## src/rtl/hshade_pkg.sv

```systemverilog
// Shared constants, register codes and configuration types of the hillshade stencil core.
`default_nettype none

package hshade_pkg;

  // Defaults of the top-level parameters.
  localparam int unsigned MAX_COLS_DEF  = 1024;
  localparam int unsigned ELEV_BITS_DEF = 24;

  // Configuration port.
  localparam int unsigned CFG_IDX_W  = 3;
  localparam int unsigned CFG_DATA_W = 24;

  // Register and field widths.
  localparam int unsigned COLS_REG_W = 11;
  localparam int unsigned ROWS_W     = 16;
  localparam int unsigned GAIN_W     = 24;
  localparam int unsigned TRIG_W     = 16;
  localparam int unsigned OUT_COL_W  = 10;
  localparam int unsigned SHADE_W    = 16;
  localparam int unsigned ROW_CNT_W  = ROWS_W + 1;
  localparam int unsigned OUT_TDATA_W = 48;

  // Normalization bound: every part of the vector ends up below 2^NORM_W.
  localparam int unsigned NORM_W = 28;
  localparam int unsigned V0_W   = 21;

  localparam logic [SHADE_W-1:0] SHADE_MAX = 16'hFF00;

  // Depth of the job queue between front and back.
  localparam int unsigned QUEUE_DEPTH = 2;

  // Register indexes.
  typedef enum logic [CFG_IDX_W-1:0] {
    REG_COLS    = 3'd0,
    REG_ROWS    = 3'd1,
    REG_GAIN    = 3'd2,
    REG_COS_ZEN = 3'd3,
    REG_SIN_ZEN = 3'd4,
    REG_COS_DIR = 3'd5,
    REG_SIN_DIR = 3'd6
  } hs_reg_e;

  // Frame geometry as seen by the front.
  typedef struct packed {
    logic [COLS_REG_W-1:0] cols;
    logic [ROWS_W-1:0]     rows;
  } hs_geom_t;

  // Gain and light vector as seen by the back.
  typedef struct packed {
    logic        [GAIN_W-1:0] gain;
    logic signed [TRIG_W-1:0] cos_zen;
    logic signed [TRIG_W-1:0] sin_zen;
    logic signed [TRIG_W-1:0] cos_dir;
    logic signed [TRIG_W-1:0] sin_dir;
  } hs_light_t;

endpackage

`default_nettype wire

```

## src/rtl/hshade_queue.sv

```systemverilog
// Short first-in first-out queue of jobs between the front and the back.
`default_nettype none

module hshade_queue
  import hshade_pkg::*;
#(
  parameter int unsigned WIDTH = 8
) (
  input  wire logic             clk_i,
  input  wire logic             rst_ni,
  input  wire logic             push_valid_i,
  output logic                  push_ready_o,
  input  wire logic [WIDTH-1:0] push_data_i,
  output logic                  pop_valid_o,
  input  wire logic             pop_ready_i,
  output logic      [WIDTH-1:0] pop_data_o
);

  localparam int unsigned PTR_W = (QUEUE_DEPTH > 1) ? $clog2(QUEUE_DEPTH) : 1;
  localparam int unsigned CNT_W = $clog2(QUEUE_DEPTH + 1);

  logic [WIDTH-1:0] slot_q [QUEUE_DEPTH];
  logic [PTR_W-1:0] wr_q, rd_q;
  logic [CNT_W-1:0] cnt_q;
  logic             push, pop;

  assign push_ready_o = (cnt_q != CNT_W'(QUEUE_DEPTH));
  assign pop_valid_o  = (cnt_q != '0);
  assign pop_data_o   = slot_q[rd_q];
  assign push         = push_valid_i && push_ready_o;
  assign pop          = pop_valid_o && pop_ready_i;

  // Payload slots.
  always_ff @(posedge clk_i) begin
    if (push) begin
      slot_q[wr_q] <= push_data_i;
    end
  end

  // Pointers and fill count.
  always_ff @(posedge clk_i or negedge rst_ni) begin
    if (!rst_ni) begin
      wr_q  <= '0;
      rd_q  <= '0;
      cnt_q <= '0;
    end else begin
      if (push) begin
        wr_q <= (wr_q == PTR_W'(QUEUE_DEPTH - 1)) ? '0 : wr_q + 1'b1;
      end
      if (pop) begin
        rd_q <= (rd_q == PTR_W'(QUEUE_DEPTH - 1)) ? '0 : rd_q + 1'b1;
      end
      if (push && !pop) begin
        cnt_q <= cnt_q + 1'b1;
      end else if (pop && !push) begin
        cnt_q <= cnt_q - 1'b1;
      end
    end
  end

endmodule

`default_nettype wire

```

## config.mk

```make
export PLATFORM = sky130hd
export DESIGN_NAME = hshade_queue
export DESIGN_NICKNAME = d
export VERILOG_FILES = /design/src/rtl/hshade_pkg.sv /design/src/rtl/hshade_queue.sv
export SDC_FILE = /design/constraint.sdc
export NUM_CORES = 1
export LEC_CHECK = 0
export BUFFER_PORTS_ARGS = -buffer_cell sky130_fd_sc_hd__buf_2
export CORE_AREA = 2 2 55 57
export DETAILED_ROUTE_END_ITERATION = 10
export DIE_AREA = 0 0 57 59
export PLACE_DENSITY = 0.45
export REMOVE_ABC_BUFFERS = 1
export SLEW_MARGIN = 5
export SYNTH_ARGS = -nofsm -noshare
export SYNTH_HDL_FRONTEND = slang
export SYNTH_SLANG_ARGS = --single-unit
```

## constraint.sdc

```tcl
create_clock -name clk_i -period 1.9 [get_ports clk_i]
set_clock_uncertainty 0.15 [all_clocks]
set_input_delay 0.285 -clock clk_i [delete_from_list [all_inputs] [get_ports clk_i]]
set_output_delay 0.285 -clock clk_i [all_outputs]
set_load 0.01 [all_outputs]
```

; Yosys cells after proc, flatten, opt, wreduce, memory -nomap -nowiden
; Memory sizes are Yosys's and may differ from the RTL's.
; Cells that the tools add are included.
[totals]
out_inout_bits = 10
mem_bits_rw = 16
mem_count = 1
inputBits = 12
word_cells = 23
register_bits = 4
[classes]
muxes = 6
n_reduce_logical = 8
eq_ne = 1
addsub = 4
[mem_list]
columns = name, depth, word_bits, read_ports, rd_ports_with_merged_regs, wr, line
row1 = slot_q, 2, 8, 1, 0, 1, hshade_queue.sv:22  ; logic [WIDTH-1:0] slot_q [QUEUE_DEPTH];
[op_table]
columns = op, n
row1 = logical AND 1 bit, 4
row2 = two-way mux 1 bit, 4
row3 = two-way mux 2 bit, 2
row4 = nonzero test 2 bit, 2
row5 = "adder 1 bit, second input constant", 2
row6 = "adder 2 x 1 -> 2 bit, second input constant", 1
row7 = logical NOT 1 bit, 2
row8 = "inequality test 2 bit, second input constant", 1
row9 = "subtractor 2 x 1 -> 2 bit, second input constant", 1

; Longest topological paths before layout
; Gate-level depths: netlist (run 1).
[depth]
depth_word = 6
ltp_mapped = 7
mapped_depth_nobuf = 7

; Worst setup path before layout (run 1)
; No wires, ideal clock.
[synth_path]
kind = reg2reg
from = register cnt_q[0]
to = memory slot_q[0][0] (enable)
slack_ns = 0.364
period_less_slack_ns = 1.536
required_time_ns = 1.380
setup_time_ns = 0.370
stages_incl_launch_ff = 4
t_arrival_ns = 1.016
path_cell_list = dfrtp_1 -> nand2b_4 -> nand2_1 -> nor2_1
[synth_between]
elab_chain_cells = 4
[synth_lines]
columns = item, line
row1 = from (decl), hshade_queue.sv:24  ; logic [CNT_W-1:0] cnt_q;
row2 = from (signal assigned), hshade_queue.sv:54  ; cnt_q <= cnt_q + 1'b1;
row3 = from (signal assigned), hshade_queue.sv:56  ; cnt_q <= cnt_q - 1'b1;
row4 = inequality test 2 bit, hshade_queue.sv:27  ; assign push_ready_o = (cnt_q != CNT_W'(QUEUE_DEPTH));
row5 = net push_ready_o, hshade_queue.sv:12  ; output logic push_ready_o,
row6 = logical AND 1 bit, hshade_queue.sv:30  ; assign push = push_valid_i && push_ready_o;
row7 = two-way mux 1 bit, hshade_queue.sv:35  ; if (push) begin
row8 = two-way mux 1 bit (not written as such), hshade_queue.sv:36  ; slot_q[wr_q] <= push_data_i;
row9 = to (decl), hshade_queue.sv:22
; The timed path passes the listed nets, and every way through them passes these cells.

; Final worst setup path (run 1)
[layout_path]
from = register rd_q
to = output pop_data_o[3]
[layout_between]
elab_chain_cells = 1
[layout_lines]
columns = item, line
row1 = from (decl), hshade_queue.sv:23  ; logic [PTR_W-1:0] wr_q, rd_q;
row2 = from (signal assigned), hshade_queue.sv:51  ; rd_q <= (rd_q == PTR_W'(QUEUE_DEPTH - 1)) ? '0 : rd_q + 1'b1;
row3 = memory (2 x 8 bit), n/a
row4 = to (decl), hshade_queue.sv:16  ; output logic [WIDTH-1:0] pop_data_o
; Every way passes these cells.

==> impl_metrics.ini, run 1 <==
[cells_and_area]
stdcell_count = 100
diodes = 0
drive_above_1_share = 0.551
post-route-util = 0.362
area_delta_synth_final_pct = 24.6
fin_nets = 83

[floorplanning]
die_w_um = 57
rows = 19
pin_count = 22
dieArea_mm2 = 0.00336
start_util = 0.290
die_h_um = 59
core_mm2 = 0.00271

[global_route]
grt_pass1_vias = 444
grt_max_degree = 12
grt_use_total = 0.0878
grt_overflow = 0
antenna_found_initial = 0
grt_pass1_wl_mm = 2.15

[synth]
synth_cells = 43
async_flop_share = 0.200
syn_area_per_cell_um2 = 18.3
yosys.area.top_type = edfxtp_1
synth.most_common_cell = edfxtp_1
yosysWarnings = 0
syn-cell-area_um2 = 787
yosys-top-cells-count = edfxtp_1 (16), mux2_2 (8), dfrtp_1 (4)
synth.area.top_cells = edfxtp_1 (61%), dfrtp_1 (13%), mux2_2 (11%), xnor2_1 (3.3%), xor2_1 (2.2%)
ys_ff_latch = 20
synth_ff_type = edfxtp_1
ys_seq_area_frac = 0.738
yosysUniqueCellTypes = 14
yosysTopAreaCellShare = 0.610
synth_edf_count = 16

[clock_network]
root_buffer = clkbuf_4
clkSlewWorstSetupHoldPaths_ps = 110
postCtsSetupBuffers = 0
clk_latency_ps = 290
ctsLongestPathBuffers = 2
cts-buffers-inserted = 3
cts.sinks = 20
htreeDepth = 1
cts_tree = yes

[sta]
period_share = 0.922
fmax_mhz = 571
relSlewSlack = 0.740
setup_violations = 0
rsz0062_at_grt = false
hold_violations = 0
worstMarginPinSlew_ps = 390
fin_setup_tns_ps = 0
drv_slew = 0
period_minus_slack_ps = 1750

[placed_design]
place_congestion = 0.657
io_buffers = 21
place_hpwl_um = 881
place_inst = 95

[detailed_routing]
drtIter0Drc = 11
vias_per_cell = 4.23
routedWlPerCell_um = 12.4
drcViolationCount = 0
routed_wl_mm = 1.24
antenna_left = 0
via_count = 423
firstDrtPassIters = 2

[setup_path]
path_class = flip-flop to output port
end_kind = output port
critical_path.max_fanout = 9
cp_data_required_time_ps = 1460
crit_path_start_kind = flip-flop
worstPathArrival_ps = 1320

[power]
powerDensity_mw_per_mm2 = 1460
vdd_drop_max_v = 0.000615
p_total_mw = 1.44
cellLeakagePower_nw = 0.398

[flow_run]
maxCapViolCount = 0

[worst_hold_path]
min_path_type = input pin to flip-flop

[status]
status = complete, no violations
==> logic make-up after synthesis <==
kind of cell / Yosys count / share of synthesized area
mux: 8 / 0.114
simple gates: 7 / 0.0652
flops: 20 / 0.738
fa+ha+maj: 1 / 0.0159
buf+inv: 2 / 0.0111
xor+xnor: 5 / 0.0557
==> layer usage <==
layer | GRT usage | routed length (um)
met1 | 0.118 | 563
met2 | 0.130 | 588
met3 | 0.0284 | 90
met4 | 0.0399 | 0
met5 | 0 | 0
==> critical path: stages, from the launching register on <==
cell and delay [ps]:
dfrtp_2 510, mux2_2 370, buf_2 140
==> worst paths after layout <==
path / start / to / slack [ps] / depth (start not counted)
min in group asynchronous: rst_ni / cnt_q[0] / 160 / 2
max in group asynchronous: rst_ni / rd_q / 1300 / 2
min reg2reg: wr_q / wr_q / 350 / 1
max reg2reg: cnt_q[0] / cnt_q[1] / 340 / 6
min: push_data_i[5] / slot_q[0][5] / 30 / 1
max: rd_q / pop_data_o[3] / 150 / 2
==> flip-flops by register name, summed over array words and instances (netlist names) <==
register	flops
cnt_q	2
slot_q	16
wr_q	1
rd_q	1
==> report_power, final <==
part,leakage (nW),switching (mW),internal (mW)
logic,0.183,0.223,0.267
clock network,0.0210,0.121,0.117
registers,0.194,0.0947,0.614
==> per-stage QoR <==
| stage | hold WS, ps | cell area (um2) | setup slack, ps |
|---|---|---|---|
| 3_3_place_gp | -44.1 | 933 | 338 |
| 2_1_floorplan | -161 | 782 | 364 |
| 6_report | 29.0 | 981 | 147 |
| 3_5_place_dp | -46.5 | 933 | 327 |
| 5_1_grt | 9.29 | 981 | 70.7 |
| 4_1_cts | 14.2 | 981 | 120 |
==> layout make-up <==
class                           count  area (um2)
Clock buffer                        4        36.3
Fill cell                         286        1730
Sequential cell                    20         582
Multi-Input combinational cell     21         198
Tap cell                           31        38.8
Timing Repair Buffer               23         123
Inverter                            1        3.75
==> placed cells by master (no fill, tap or decap), types with 2 or more instances in the layout <==
| cell | count |
|---|---|
| buf_2 | 21 |
| clkbuf_4 | 3 |
| dfrtp_1 | 3 |
| edfxtp_1 | 16 |
| mux2_2 | 8 |
| nor2_1 | 2 |
| xnor2_1 | 3 |
| xor2_1 | 2 |
==> what timing repair did <==
item,in CTS,in global routing
hold buffers,1,0
gates resized for setup,1,0
endpoints found under the hold margin,4,0
setup endpoints to repair,1,0
No activity file was read; power rests on OpenSTA's default activity.
==> inputs of run 2 (changes only) <==
- ABC_AREA: default -> 1
- CORE_AREA: 2 2 55 57 -> 2 2 56 58
- DIE_AREA: 0 0 57 59 -> 0 0 58 60
==> impl_metrics.ini, run 2 <==
[status]
status = complete, no violations

[setup_path]
cp_data_required_time_ps = 1460
rr_worst_depth = 9
rr_endpoint = cnt_q[1]
end_kind = output port
crit_path_start_kind = flip-flop
worstPathArrival_ps = 1260
path_class = flip-flop to output port
critical_path.max_fanout = 10
cpMostUsedCell = nand2_1
r2r-start = cnt_q[0]
worst_path_max_delay_cell = dfrtp_2
r2r_slack_ps = 400
path_cells = inv_2 -> nand2_1 -> nand2_1 -> buf_2
cpPeakStageDelay_ps = 510

[worst_hold_path]
min_delay_path_depth = 1
worstHoldEndpoint = slot_q[0][4]
min_path_type = input pin to flip-flop
min_from = push_data_i[4]

[flow_run]
maxCapViolCount = 0

[synth]
synth_edf_count = 16
synth_ff_type = edfxtp_1
synth_cells = 70
syn-cell-area_um2 = 827
syn_area_per_cell_um2 = 11.8
yosys.area.top_type = edfxtp_1
synth.most_common_cell = nand2_1
yosysUniqueCellTypes = 14
yosys-top-cells-count = nand2_1 (30), edfxtp_1 (16), dfrtp_1 (4), inv_1 (4), inv_2 (3)
async_flop_share = 0.200
ys_seq_area_frac = 0.702
synth.area.top_cells = edfxtp_1 (58%), nand2_1 (14%), dfrtp_1 (12%), nand2_4 (2.7%), xor2_2 (2.0%)
ys_ff_latch = 20
yosysTopAreaCellShare = 0.581
yosysWarnings = 0

[sta]
drv_slew = 0
setup_violations = 0
rsz0062_at_grt = false
hold_violations = 0
worstMarginPinSlew_ps = 216
fin_setup_tns_ps = 0
fmax_mhz = 590
relSlewSlack = 0.856
period_share = 0.891
period_minus_slack_ps = 1690

[power]
powerDensity_mw_per_mm2 = 1480
vdd_drop_max_v = 0.000544
cellLeakagePower_nw = 0.505

[clock_network]
root_buffer = clkbuf_4
cts_tree = yes
clk_latency_ps = 300
postCtsSetupBuffers = 0
cts.sinks = 20
htreeDepth = 1
ctsLongestPathBuffers = 2
cts-buffers-inserted = 3
clkSlewWorstSetupHoldPaths_ps = 120

[cells_and_area]
area_delta_synth_final_pct = 31.9
fin_nets = 116
top_register = slot_q
largest_reg_flops = 16
layout_commonest_cell = nand2_1
drive_above_1_share = 0.353
reg.largest.list = slot_q (16), cnt_q (2)
diodes = 0
stdcell_count = 135
final_cell_mix = nand2_1 (30), buf_2 (21), edfxtp_1 (16)

[placed_design]
place_congestion = 0.803
place_hpwl_mm = 1.06
place_inst = 125
io_buffers = 21

[global_route]
grt_use_total = 0.0981
antenna_found_initial = 0
grt_pass1_vias = 593
grt_max_degree = 13
grt_pass1_wl_mm = 2.48
grt_overflow = 0

[floorplanning]
core_mm2 = 0.00290
die_h_um = 60
die_w_um = 58
rows = 20
start_util = 0.285
dieArea_mm2 = 0.00348
pin_count = 22

[detailed_routing]
via_count = 569
antenna_left = 0
routedWlPerCell_um = 10.9
routed_wl_mm = 1.47
drcViolationCount = 0
drtIter0Drc = 2
vias_per_cell = 4.21
firstDrtPassIters = 2
-- run 2: area by class of cell --
| cell class | instances | area (um2) |
|---|---|---|
| Fill cell | 299 | 1810 |
| Clock inverter | 1 | 30.0 |
| Inverter | 7 | 26.3 |
| Multi-Input combinational cell | 42 | 209 |
| Clock buffer | 3 | 22.5 |
| Timing Repair Buffer | 29 | 180 |
| Sequential cell | 20 | 582 |
| Tap cell | 33 | 41.3 |
-- run 2: what timing repair did --
action | 4_1_cts | 5_1_grt
hold endpoints to repair | 5 | 6
hold buffers | 2 | 4
endpoints found under the setup margin | 0 | 1
gates resized for setup | 0 | 1
-- run 2: cell families (layout without fill, tap and decap cells) --
| group | count (synthesis) | in the layout | synth area share |
|---|---|---|---|
| buffers and inverters | 8 | 40 | 0.0454 |
| and+or+nand+nor | 39 | 39 | 0.207 |
| DFF | 20 | 20 | 0.702 |
| adders and majority gates | 1 | 1 | 0.0151 |
| xor gates and xnor gates | 2 | 2 | 0.0303 |
-- run 2: power by group --
part	switching [mW]	internal, mW	total [mW]	leakage [nW]
Clock	0.130	0.213	0.343	0.0279
Sequential	0.0844	0.612	0.696	0.195
Combinational	0.345	0.234	0.579	0.282
Total	0.559	1.06	1.62	0.505
-- run 2: how the worst max path moves through the flow --
stage / start / to / slack [ps] / cells after the start
2_1_floorplan: cnt_q[0] / slot_q[0][0] / 430 / 4
3_3_place_gp: cnt_q[0] / cnt_q[1] / 430 / 9
3_5_place_dp: cnt_q[0] / cnt_q[1] / 400 / 9
4_1_cts: rd_q / pop_data_o[7] / 60 / 4
5_1_grt: rd_q / pop_data_o[6] / 100 / 4
6_report: rd_q / pop_data_o[7] / 210 / 4
-- run 2: metal layers --
layer  vias up  share of wire  global-route usage
met5         -              0                   0
met4         0         0.0089              0.0598
met3         2          0.046              0.0238
met2        11           0.55               0.170
met1       266           0.39               0.108
li1        290              -                   -
-- run 2: per-stage QoR --
stage / hold WS, ps / power (mW) / instance area [um2] / worst slack, ps / utilization
after floorplan: -161 / 1.06 / 816 / 427 / -
after global placement: -48.1 / 1.28 / 977 / 432 / 0.337
after detailed placement: -49.5 / 1.29 / 977 / 401 / 0.337
after CTS: 0.166 / 1.65 / 1050 / 62.6 / 0.362
after global routing: -2.92 / 1.75 / 1090 / 101 / 0.376
final: 22.6 / 1.62 / 1090 / 206 / 0.376
-- run 2: critical path, delay by kind of cell, from the launching register on --
kind	cells	cell delay [ps]
DFF	1	510
buffers and inverters	2	300
and+or+nand+nor	2	130
==> inputs of run 3 (changes only) <==
- CELL_PAD_IN_SITES_DETAIL_PLACEMENT: default -> 1
- CELL_PAD_IN_SITES_GLOBAL_PLACEMENT: default -> 2
- PLACE_DENSITY: 0.45 -> 0.66
==> impl_metrics.ini, run 3 (synthesized netlist as in run 2, its figures left out) <==
[status]
status = complete, no violations

[cells_and_area]
fin_nets = 113
diodes = 0
top_register = slot_q
final_cell_mix = nand2_1 (30), buf_2 (21), edfxtp_1 (16)
drive_above_1_share = 0.364
area_delta_synth_final_pct = 24.4
fill_cells = 342
largest_reg_flops = 16
post-route-util = 0.354
layout_commonest_cell = nand2_1
reg.largest.list = slot_q (16), cnt_q (2)

[sta]
worstMarginPinSlew_ps = 312
fin_setup_tns_ps = 0
rsz0062_at_grt = false
setup_ws_ps = 209
period_minus_slack_ps = 1690
whs_ps = 28.8
relSlewSlack = 0.792
drv_slew = 0
period_share = 0.890
fmax_mhz = 591
hold_violations = 0
setup_violations = 0

[global_route]
grt_use_total = 0.108
grt_pass1_vias = 592
grt_pass1_wl_mm = 2.70
antenna_found_initial = 0
grt_overflow = 0
grt_max_degree = 12

[setup_path]
critical_path.max_fanout = 10
worst_path_max_delay_cell = dfrtp_1
path_cells = inv_2 -> nand2_1 -> nand2_1 -> buf_2
crit_family = flip-flops
crit_path_start_kind = flip-flop
worstPathArrival_ps = 1260
critical_path_buf_inv_count = 2
cpMostUsedCell = nand2_1
cp_data_required_time_ps = 1460
path_class = flip-flop to output port
end_kind = output port
cpPeakStageDelay_ps = 540

[detailed_routing]
routed_wl_mm = 1.56
firstDrtPassIters = 4
via_count = 563
antenna_left = 0
vias_per_cell = 4.27
drtIter0Drc = 14
drcViolationCount = 0
routedWlPerCell_um = 11.8

[clock_network]
cts_tree = yes
cts-resized-gates = 0
cts-buffers-inserted = 3
ctsLongestPathBuffers = 2
clkSlewWorstSetupHoldPaths_ps = 100
postCtsSetupBuffers = 0
postCtsHoldBufs = 1
clk_latency_ps = 290
htreeDepth = 1
cts.sinks = 20
root_buffer = clkbuf_4

[floorplanning]
dieArea_mm2 = 0.00348
die_w_um = 58
start_util = 0.285
rows = 20
core_mm2 = 0.00290
die_h_um = 60
pin_count = 22

[placed_design]
place_congestion = 0.666
io_buffers = 21
pre_cts_slack_ps = 352
place_hpwl_mm = 1.25

[power]
powerDensity_mw_per_mm2 = 1450
p_total_mw = 1.49
cellLeakagePower_nw = 0.483
vdd_drop_max_v = 0.000578

[worst_hold_path]
min_path_type = input pin to flip-flop

[flow_run]
maxCapViolCount = 0
run 3: layout make-up:
type | instances | area (um2) | area share
Tap cell | 33 | 41.3 | 0.0401
Clock inverter | 1 | 3.75 | 0.00365
Timing Repair Buffer | 26 | 145 | 0.141
Clock buffer | 3 | 22.5 | 0.0219
Sequential cell | 20 | 581 | 0.564
Multi-Input combinational cell | 42 | 209 | 0.203
Inverter | 7 | 26.3 | 0.0255
run 3: worst register-to-register path: stages, from the launching register on:
cell and delay (ps):
dfrtp_1 430, inv_2 110, nand2_4 60, nand2_4 80
inv_1 50, ha_1 300, inv_1 80, nand3_1 80
nand2_1 70, nand2_1 60
run 3: per-stage QoR:
step           std cells  area, um2
6_report             132       1030
5_1_grt              132       1030
4_1_cts              132       1030
3_5_place_dp         127        992
3_3_place_gp         127        992
2_1_floorplan         69        816
run 3: path summary, 6_finish.rpt:
path                                 from  slack, ps  cells past startpoint            end
setup / recovery                     rd_q        210                      4  pop_data_o[4]
setup reg to reg                 cnt_q[0]        340                      9       cnt_q[1]
max in group asynchronous          rst_ni       1320                      2           rd_q
hold reg to reg                  cnt_q[0]        370                      1       cnt_q[0]
hold / removal             push_data_i[7]         30                      1   slot_q[1][7]
min in group asynchronous          rst_ni        170                      2       cnt_q[1]
run 3: metal layers:
metal,GRT usage,part of all wire,up-vias
met5,0,0,-
met2,0.180,0.52,11
met3,0.0195,0.038,0
li1,-,-,280
met4,0.0598,0,0
met1,0.133,0.44,272
run 3: where the power goes:
| group | switching, mW | internal (mW) |
|---|---|---|
| registers | 0.0805 | 0.610 |
| clock network | 0.119 | 0.0762 |
| logic | 0.362 | 0.245 |
